`src/sv/tsi_pkg.sv`:
```
// ----------------------------------------------------------------------------
// tsi_pkg: shared types and constants
// Buffer word layout, header codes, result width and register map of the
// TDC start/stop interval extractor.
// ----------------------------------------------------------------------------
package tsi_pkg;

  // buffer word layout
  localparam int WORD_W  = 32;
  localparam int HDR_W   = 5;
  localparam int HDR_LSB = 27;
  localparam int CH_W    = 5;
  localparam int CH_LSB  = 21;

  // header codes
  localparam logic [HDR_W-1:0] HDR_GLOBAL = 5'h08;
  localparam logic [HDR_W-1:0] HDR_TDC    = 5'h01;
  localparam logic [HDR_W-1:0] HDR_MEAS   = 5'h00;

  // result width and saturation limits
  localparam int OUT_W   = 27;
  localparam int OUT_MAX = 67108863;
  localparam int OUT_MIN = -67108864;

  // configuration register map, decoded on paddr[2]
  localparam int          PADDR_W   = 3;
  localparam int          PDATA_W   = 32;
  localparam logic        REG_START = 1'b0;
  localparam logic        REG_STOP  = 1'b1;
  localparam logic [CH_W-1:0] START_CH_RST = 5'd0;
  localparam logic [CH_W-1:0] STOP_CH_RST  = 5'd1;

  // event parser phase
  typedef enum logic [2:0] {
    PH_IDLE = 3'b001,
    PH_TDC  = 3'b010,
    PH_MEAS = 3'b100
  } phase_t;

  // queue status seen by the back part
  typedef struct packed {
    logic rec_valid;
    logic res_full;
  } back_stat_t;

endpackage

```
`src/sv/tsi_queue.sv`:
```
// ----------------------------------------------------------------------------
// tsi_queue: small first-in first-out buffer
// Register-based queue with a head read on the data port while not empty.
// ----------------------------------------------------------------------------
module tsi_queue #(
  parameter int WIDTH = 8,
  parameter int DEPTH = 2
) (
  input  logic             clk,
  input  logic             rst,
  input  logic             push,
  input  logic [WIDTH-1:0] wdata,
  output logic             full,
  input  logic             pop,
  output logic [WIDTH-1:0] rdata,
  output logic             empty
);

  localparam int PTR_W = (DEPTH > 1) ? $clog2(DEPTH) : 1;
  localparam int CNT_W = $clog2(DEPTH + 1);
  localparam logic [PTR_W-1:0] PTR_LAST = PTR_W'(DEPTH - 1);
  localparam logic [CNT_W-1:0] CNT_FULL = CNT_W'(DEPTH);

  logic [WIDTH-1:0] mem [DEPTH];
  logic [PTR_W-1:0] wr_ptr;
  logic [PTR_W-1:0] rd_ptr;
  logic [CNT_W-1:0] count;
  logic             push_ok;
  logic             pop_ok;

  assign full    = (count == CNT_FULL);
  assign empty   = (count == '0);
  assign push_ok = push && !full;
  assign pop_ok  = pop && !empty;
  assign rdata   = mem[rd_ptr];

  // store the incoming beat
  always_ff @(posedge clk) begin
    if (push_ok) begin
      mem[wr_ptr] <= wdata;
    end
  end

  // advance pointers and track fill
  always_ff @(posedge clk) begin
    if (rst) begin
      wr_ptr <= '0;
      rd_ptr <= '0;
      count  <= '0;
    end else begin
      if (push_ok) begin
        wr_ptr <= (wr_ptr == PTR_LAST) ? '0 : wr_ptr + 1'b1;
      end
      if (pop_ok) begin
        rd_ptr <= (rd_ptr == PTR_LAST) ? '0 : rd_ptr + 1'b1;
      end
      if (push_ok && !pop_ok) begin
        count <= count + 1'b1;
      end else if (pop_ok && !push_ok) begin
        count <= count - 1'b1;
      end
    end
  end

endmodule

```
`src/sv/tsi_front.sv`:
```
// ----------------------------------------------------------------------------
// tsi_front: buffer word parser
// Walks the global header / TDC header / measurement framing, latches the
// start and stop hits and hands a finished event to the back part.
// ----------------------------------------------------------------------------
module tsi_front
  import tsi_pkg::*;
#(
  parameter int TIME_BITS = 21
) (
  input  logic                 clk,
  input  logic                 rst,
  input  logic                 accept,
  input  logic [WORD_W-1:0]    word,
  input  logic [CH_W-1:0]      start_channel,
  input  logic [CH_W-1:0]      stop_channel,
  output logic                 rec_push,
  output logic [TIME_BITS-1:0] rec_start,
  output logic [TIME_BITS-1:0] rec_stop
);

  phase_t               phase;
  phase_t               phase_next;
  logic [TIME_BITS-1:0] start_time;
  logic [TIME_BITS-1:0] stop_time;
  logic [1:0]           hit_count;
  logic                 start_seen;
  logic                 stop_seen;
  logic [HDR_W-1:0]     hdr;
  logic [CH_W-1:0]      ch;
  logic [TIME_BITS-1:0] t;
  logic                 is_meas;
  logic                 start_hit;
  logic                 stop_hit;

  assign hdr       = word[HDR_LSB +: HDR_W];
  assign ch        = word[CH_LSB +: CH_W];
  assign t         = word[TIME_BITS-1:0];
  assign is_meas   = accept && (phase == PH_MEAS) && (hdr == HDR_MEAS);
  assign start_hit = is_meas && (ch == start_channel);
  assign stop_hit  = is_meas && (ch == stop_channel);

  // close the event on the first non-measurement word
  assign rec_push  = accept && (phase == PH_MEAS) && (hdr != HDR_MEAS)
                     && (hit_count == 2'd2) && start_seen && stop_seen;
  assign rec_start = start_time;
  assign rec_stop  = stop_time;

  // choose the next phase
  always_comb begin
    phase_next = phase;
    case (phase)
      PH_TDC: begin
        phase_next = (hdr == HDR_TDC) ? PH_MEAS : PH_IDLE;
      end
      PH_MEAS: begin
        phase_next = (hdr == HDR_MEAS) ? PH_MEAS : PH_IDLE;
      end
      default: begin
        phase_next = (hdr == HDR_GLOBAL) ? PH_TDC : PH_IDLE;
      end
    endcase
  end

  // advance the phase and the hit bookkeeping
  always_ff @(posedge clk) begin
    if (rst) begin
      phase      <= PH_IDLE;
      hit_count  <= '0;
      start_seen <= 1'b0;
      stop_seen  <= 1'b0;
    end else if (accept) begin
      phase <= phase_next;
      if (phase == PH_TDC && hdr == HDR_TDC) begin
        hit_count  <= '0;
        start_seen <= 1'b0;
        stop_seen  <= 1'b0;
      end else begin
        if (start_hit) begin
          start_seen <= 1'b1;
        end
        if (stop_hit) begin
          stop_seen <= 1'b1;
        end
        if ((start_hit || stop_hit) && hit_count != 2'd3) begin
          hit_count <= hit_count + 1'b1;
        end
      end
    end
  end

  // latch hit times, a later hit overwrites
  always_ff @(posedge clk) begin
    if (start_hit) begin
      start_time <= t;
    end
    if (stop_hit) begin
      stop_time <= t;
    end
  end

endmodule

```
`src/sv/tsi_back.sv`:
```
// ----------------------------------------------------------------------------
// tsi_back: interval arithmetic
// Two-stage pipeline: subtract start from stop, then scale, saturate and
// hand the result to the output queue.
// ----------------------------------------------------------------------------
module tsi_back
  import tsi_pkg::*;
#(
  parameter int TIME_BITS  = 21,
  parameter int TIME_SCALE = 25
) (
  input  logic                    clk,
  input  logic                    rst,
  input  back_stat_t              stat,
  input  logic [TIME_BITS-1:0]    rec_start,
  input  logic [TIME_BITS-1:0]    rec_stop,
  output logic                    rec_pop,
  output logic                    res_push,
  output logic signed [OUT_W-1:0] res_value
);

  localparam int DIFF_W  = TIME_BITS + 1;
  localparam int SCALE_W = $clog2(TIME_SCALE + 1);
  localparam int RAW_W   = DIFF_W + SCALE_W + 1;
  localparam int PROD_W  = (RAW_W > OUT_W + 1) ? RAW_W : OUT_W + 1;
  localparam logic signed [PROD_W-1:0] SCALE_S = PROD_W'(TIME_SCALE);
  localparam logic signed [PROD_W-1:0] SAT_MAX = PROD_W'(OUT_MAX);
  localparam logic signed [PROD_W-1:0] SAT_MIN = PROD_W'(OUT_MIN);

  logic                     s1_valid;
  logic signed [DIFF_W-1:0] s1_diff;
  logic                     s2_valid;
  logic signed [PROD_W-1:0] s2_prod;
  logic                     s1_move;

  // stage handshakes
  assign res_push = s2_valid && !stat.res_full;
  assign s1_move  = s1_valid && (!s2_valid || res_push);
  assign rec_pop  = stat.rec_valid && (!s1_valid || s1_move);

  // hold valid flags
  always_ff @(posedge clk) begin
    if (rst) begin
      s1_valid <= 1'b0;
      s2_valid <= 1'b0;
    end else begin
      if (rec_pop) begin
        s1_valid <= 1'b1;
      end else if (s1_move) begin
        s1_valid <= 1'b0;
      end
      if (s1_move) begin
        s2_valid <= 1'b1;
      end else if (res_push) begin
        s2_valid <= 1'b0;
      end
    end
  end

  // subtract, then scale
  always_ff @(posedge clk) begin
    if (rec_pop) begin
      s1_diff <= signed'({1'b0, rec_stop}) - signed'({1'b0, rec_start});
    end
    if (s1_move) begin
      s2_prod <= PROD_W'(s1_diff) * SCALE_S;
    end
  end

  // clamp to the result range
  always_comb begin
    if (s2_prod > SAT_MAX) begin
      res_value = OUT_W'(SAT_MAX);
    end else if (s2_prod < SAT_MIN) begin
      res_value = OUT_W'(SAT_MIN);
    end else begin
      res_value = s2_prod[OUT_W-1:0];
    end
  end

endmodule

```
`src/sv/tdc_event_start_stop_interval.sv`:
```
// ----------------------------------------------------------------------------
// tdc_event_start_stop_interval: TDC start/stop interval extractor
// Parses TDC output buffer events and emits (stop - start) * TIME_SCALE for
// events that hold exactly two hits covering both the start and stop channel.
//
//   channel   | handshake            | payload
//   ----------+----------------------+----------------------------
//   words in  | push / full          | buffer_word [31:0]
//   results   | pop / empty          | interval signed [26:0]
//   config    | APB psel/penable/... | start_channel, stop_channel
//
// One buffer word is taken every cycle while full is low; the parser does a
// header compare and a latch update per word.
// The edge that takes the closing word writes the event queue; the result
// then passes the subtract stage, the scale stage and the result queue, in
// that order, before empty drops; a full result queue holds it back.
// full is high only while the event queue between parser and arithmetic is
// full, which happens when results are not popped.
// Reset is synchronous; all queues come up empty and the parser idle.
// ----------------------------------------------------------------------------
module tdc_event_start_stop_interval
  import tsi_pkg::*;
#(
  parameter int TIME_BITS  = 21,
  parameter int TIME_SCALE = 25
) (
  input  logic                    clk,
  input  logic                    rst,
  input  logic                    psel,
  input  logic                    penable,
  input  logic                    pwrite,
  input  logic [PADDR_W-1:0]      paddr,
  input  logic [PDATA_W-1:0]      pwdata,
  output logic [PDATA_W-1:0]      prdata,
  output logic                    pready,
  input  logic                    push,
  output logic                    full,
  input  logic [WORD_W-1:0]       buffer_word,
  output logic                    empty,
  input  logic                    pop,
  output logic signed [OUT_W-1:0] interval
);

  localparam int EVQ_DEPTH = 4;
  localparam int RESQ_DEPTH = 2;

  logic [CH_W-1:0]         start_channel;
  logic [CH_W-1:0]         stop_channel;
  logic                    accept;
  logic                    rec_push;
  logic [TIME_BITS-1:0]    rec_start;
  logic [TIME_BITS-1:0]    rec_stop;
  logic [TIME_BITS-1:0]    q_start;
  logic [TIME_BITS-1:0]    q_stop;
  logic                    evq_empty;
  logic                    rec_pop;
  logic                    res_push;
  logic                    res_full;
  logic signed [OUT_W-1:0] res_value;
  logic [OUT_W-1:0]        res_bits;
  back_stat_t              stat;

  assign pready = 1'b1;
  assign accept = push && !full;

  // configuration writes
  always_ff @(posedge clk) begin
    if (rst) begin
      start_channel <= START_CH_RST;
      stop_channel  <= STOP_CH_RST;
    end else if (psel && penable && pwrite && pready) begin
      case (paddr[2])
        REG_START: start_channel <= pwdata[CH_W-1:0];
        REG_STOP:  stop_channel  <= pwdata[CH_W-1:0];
        default: ;
      endcase
    end
  end

  // configuration reads
  always_comb begin
    case (paddr[2])
      REG_START: prdata = PDATA_W'(start_channel);
      REG_STOP:  prdata = PDATA_W'(stop_channel);
      default:   prdata = '0;
    endcase
  end

  // parser
  tsi_front #(
    .TIME_BITS (TIME_BITS)
  ) u_front (
    .clk           (clk),
    .rst           (rst),
    .accept        (accept),
    .word          (buffer_word),
    .start_channel (start_channel),
    .stop_channel  (stop_channel),
    .rec_push      (rec_push),
    .rec_start     (rec_start),
    .rec_stop      (rec_stop)
  );

  // event queue between parser and arithmetic
  tsi_queue #(
    .WIDTH (2 * TIME_BITS),
    .DEPTH (EVQ_DEPTH)
  ) u_evq (
    .clk   (clk),
    .rst   (rst),
    .push  (rec_push),
    .wdata ({rec_stop, rec_start}),
    .full  (full),
    .pop   (rec_pop),
    .rdata ({q_stop, q_start}),
    .empty (evq_empty)
  );

  assign stat.rec_valid = !evq_empty;
  assign stat.res_full  = res_full;

  // arithmetic
  tsi_back #(
    .TIME_BITS  (TIME_BITS),
    .TIME_SCALE (TIME_SCALE)
  ) u_back (
    .clk       (clk),
    .rst       (rst),
    .stat      (stat),
    .rec_start (q_start),
    .rec_stop  (q_stop),
    .rec_pop   (rec_pop),
    .res_push  (res_push),
    .res_value (res_value)
  );

  // result queue
  tsi_queue #(
    .WIDTH (OUT_W),
    .DEPTH (RESQ_DEPTH)
  ) u_resq (
    .clk   (clk),
    .rst   (rst),
    .push  (res_push),
    .wdata (res_value),
    .full  (res_full),
    .pop   (pop),
    .rdata (res_bits),
    .empty (empty)
  );

  assign interval = signed'(res_bits);

  // parser never closes an event into a full event queue
  a_evq_no_overflow: assert property (@(posedge clk) disable iff (rst)
    rec_push |-> !full)
    else $error("event beat pushed into full event queue");

  // arithmetic only draws from a non-empty event queue
  a_evq_no_underflow: assert property (@(posedge clk) disable iff (rst)
    rec_pop |-> !evq_empty)
    else $error("event beat popped from empty event queue");

  // arithmetic only hands over when the result queue has room
  a_resq_no_overflow: assert property (@(posedge clk) disable iff (rst)
    res_push |-> !res_full)
    else $error("result beat pushed into full result queue");

  // no result survives a reset
  a_reset_empty: assert property (@(posedge clk)
    rst |=> empty && evq_empty)
    else $error("queues not empty after reset");

endmodule

```
`config.mk`:
```
export PLATFORM = sky130hd
export DESIGN_NAME = tdc_event_start_stop_interval
export DESIGN_NICKNAME = d
export VERILOG_FILES = /design/src/sv/tsi_pkg.sv /design/src/sv/tsi_queue.sv /design/src/sv/tsi_front.sv /design/src/sv/tsi_back.sv /design/src/sv/tdc_event_start_stop_interval.sv
export SDC_FILE = /design/constraint.sdc
export NUM_CORES = 1
export LEC_CHECK = 0
export BUFFER_PORTS_ARGS = -buffer_cell sky130_fd_sc_hd__clkbuf_2
export CORE_UTILIZATION = 55
export DETAILED_ROUTE_END_ITERATION = 8
export GPL_ROUTABILITY_DRIVEN = 0
export GPL_TIMING_DRIVEN = 0
export PLACE_DENSITY = 0.74
export SLEW_MARGIN = 20
export SYNTH_ARGS = -nofsm -noshare
export SYNTH_HDL_FRONTEND = slang
export SYNTH_HIERARCHICAL = 1
export SYNTH_SLANG_ARGS = --single-unit
```
`constraint.sdc`:
```
create_clock -name clk -period 5.4 [get_ports clk]
set_input_delay 1.08 -clock clk [delete_from_list [all_inputs] [get_ports clk]]
set_output_delay 1.08 -clock clk [all_outputs]
set_load 0.01 [all_outputs]
```
==> results.txt <==
----------------------------------------------------
[Critical path]
  Dominant delay contributor by cell family on the critical path ... compound AO/OA/AOI/OAI gates
  Largest fanout of any net on the critical path ... 10
  Buffers and inverters on the worst path ... 3
  Biggest cell delay along the critical path ... 0.70 ns
  Cells traversed along the worst timing path ... buf_2, clkbuf_1, mux4_2, inv_1, ha_1, a21oi_1, nand2_1, a2111oi_0, a21oi_1, nor3b_1, nor2_1, a311oi_1
  CP max stage cell ... clkbuf_1
  Most common cell on crit path ... a21oi_1
  CP Launch Type ... flop
  Critical path data arrival time ... 4.34 ns
  Required time of the critical path ... 5.67 ns
  Endpoint kind of the worst setup timing path ... flop
  Type of the worst setup path ... reg2reg

[Floorplanning]
  Core Box Area ... 29600 um^2
  Initial core utilization ... approximately 56%
  Die Outline Area ... 30700 um^2
  Horizontal die dimension ... 175 um
  Number of core rows ... 63
  Die Y-Extent ... 175 um
  Number of ports placed on the die boundary ... 136

[Final layout]
  Area delta synth->final ... 13.8%
  Number of inserted filler cells in the final layout ... 2154
  Share of post-route cells with drive strength above 1 ... about 23%
  Summed area of non-filler cells in the final layout ... 18800 um^2
  Number of inserted diodes ... 0
  Post-route insts no fill ... approximately 1600
  Footprint of the multi-input gates ... slightly below 6000 um^2
  Total area of sequential cells ... 10100 um^2
  Final nets ... 1408

[Logic synthesis]
  Cell variety after synth ... 82
  Library cell with the largest summed area after synthesis ... edfxtp_1
  Post-synth design cell area ... ~17000 um^2
  Average cell area after synthesis ... 15.4 um^2
  Top post-synthesis cells by area ... edfxtp_1 (57%), ha_1 (7.4%), mux4_2 (5.7%)
  Number of enable flip-flop cells after synthesis ... approximately 310
  Sequential share of the synthesized area ... 61.1%
  Asr flop ratio synth ... 0%
  Yosys Warn Count ... 6
  Most repeated cell in the gate-level netlist after synthesis ... edfxtp_1
  Most instantiated flip-flop cell in the synthesis netlist ... edfxtp_1
  Flip-flop and latch count after synthesis ... approximately 350
  Leading cell types by count after synthesis ... edfxtp_1 (314), ha_1 (98), inv_1 (59), a21oi_1 (46), mux4_2 (42)
  Cell count after synthesis ... 1069
  Fraction of synthesized cell area taken by the top area cell type ... between 50% and 60%

[Global routing]
  Total global routing overflow ... 0
  Maximum number of pins on one net before global-route repair ... 43
  Via count of the first global-routing pass ... 8842
  Initial antenna violation count ... 0
  Tot GR Track Use ... 19.3%
  Wire length of the first global-routing pass ... 45700 um

[Clocking]
  Cells resized by post-CTS repair ... 0
  Clock-pin slew of the registers on the worst-case setup and hold paths ... 0.06 ns
  Worst-Skew Late Latency ... 0.53 ns
  Number of clock sinks seen by CTS ... roughly 350
  Root buffer selected by CTS ... clkbuf_16
  Number of buffers added to fix hold violations after cts ... 0
  Total setup buffers inserted after CTS ... 0
  H-tree depth ... 2
  TritonCTS clock tree ... yes
  Clock Tree Buf Depth ... 3
  Num CTS Buffers ... 37

[Route]
  Post-detailed-routing wire length ... just under 30000 um
  Post-route DRC violation count ... 0
  Vias ... 8857
  Routed WL per cell ... between 15 and 20 um
  Drt initial violations ... about 540
  DR pass1 iterations ... 5
  Count of nets left with antenna violations after detail routing ... 0
  Post-DR vias/cell ... 5.43

[Timing]
  Total of endpoints with negative setup slack in the final report ... 0
  Final TNS setup ... 0 ns
  Transition time at the pin with the least slew margin ... ~1.1 ns
  Layout Skew ... 0.0175 ns
  Setup repair after global routing missed its margin ... false
  Final-report max-slew violation count ... 0
  Max Clock Freq ... 0.245 GHz
  Relative slew slack ... around 30%
  Shortest clock period the worst path allows after layout ... 4.07 ns
  Final cycle utilization of the critical path ... ~75%
  Endpoints failing hold ... 0

[Power]
  Worst supply voltage drop on vdd ... 0.308 mV
  Power density cells ... 298 nW/um^2
  Static leakage ... 6.91 nW

[Flow run]
  Count of maximum capacitance violations ... 0

[Placed design]
  Placed insts ... 1564
  Input/output buffers ... 76
  Placed wire-length estimate ... 19200 um
  Instance area after placement ... 17600 um^2

[Run status]
  Run status ... complete, no violations

[Worst hold path]
  Min-Delay Path Class ... reg2reg

----------------------------------------------------
-- routing by layer --
metal  track usage [%]  up-vias  wire length (um)
met1              24.2     4289             12300
met3              3.10       51              1200
met2              33.7      198             14800
li1                  -     4319                 -
met4              6.99        0               650
met5                 0        -                 0
-- cells in the final DEF, fill, tap and decap left out, types with 8 or more instances in the layout --
cell,synthesis,routed
nand2_1,30,30
mux2i_1,17,17
buf_4,34,34
xnor2_1,27,27
clkinv_1,1,8
mux2_2,32,32
nor2_1,33,31
nand3_1,17,17
o21ai_0,22,22
nor3_1,11,11
conb_1,2,28
dfxtp_1,33,33
maj3_1,26,26
a21o_1,12,12
a21oi_1,46,46
xor2_1,25,25
clkbuf_16,0,37
clkbuf_1,16,19
mux4_2,42,42
nand2b_1,22,22
inv_1,59,59
clkbuf_2,0,76
edfxtp_1,314,314
ha_1,98,98
clkinv_2,0,9
fa_1,22,22
-- final cells by class --
class	instances	share of cell area [%]
repair buffers	80	2.49
well taps	390	2.60
multi-input cells	628	31.7
plain buffers	59	2.01
clock buffers	40	4.99
clock inverters	27	1.29
inverters	61	1.25
flip-flops and latches	347	53.7
-- where the power goes --
| part | switching [mW] | total (mW) | internal, mW |
|---|---|---|---|
| logic | 0.124 | 0.251 | 0.127 |
| clock network | 1.02 | 2.43 | 1.41 |
| registers | 0.0100 | 2.91 | 2.90 |
-- metrics by stage --
stage	util (%)	hold slack [ns]	setup WS (ns)	total power [mW]
6_report	63.5	0.473	1.33	5.59
3_3_place_gp	59.1	0.447	1.30	3.22
3_5_place_dp	59.5	0.456	1.33	3.22
2_1_floorplan	-	0.440	1.76	3.14
4_1_cts	63.5	0.472	1.22	5.66
5_1_grt	63.5	0.504	1.02	5.78
-- flip-flops by register name (all words and copies together) (netlist names), 2 cells and up, named ones only --
signal             flops
stop_channel           5
u_front/phase          3
u_evq/count            3
u_evq/rd_ptr           2
u_evq/mem            168
u_resq/count           2
start_channel          5
u_front/rec_start     21
u_evq/wr_ptr           2
u_front/rec_stop      21
u_front/hit_count      2
u_back/s2_prod        28
u_resq/mem            54
u_back/s1_diff        22
-- final timing paths --
kind / start / end / slack, ns / depth (start not counted)
setup / recovery: flop / u_back/s1_diff[21] / 1.33 / 12
hold / removal: u_front/stop_seen / u_front/stop_seen / 0.47 / 1
setup reg to reg: flop / u_back/s1_diff[21] / 1.33 / 12
hold reg to reg: u_front/stop_seen / u_front/stop_seen / 0.47 / 1
-- logic make-up after synthesis --
kind of cell / synth area share (%)
muxes: 8.94
DFF: 61.1
buffers and inverters: 3.71
xor gates and xnor gates: 2.76
AOI/OAI and AO/OA: 5.91
adders and majority gates: 11.7
and+or+nand+nor: 5.86
other: 0.0455
No activity file was read; power rests on OpenSTA's default activity.
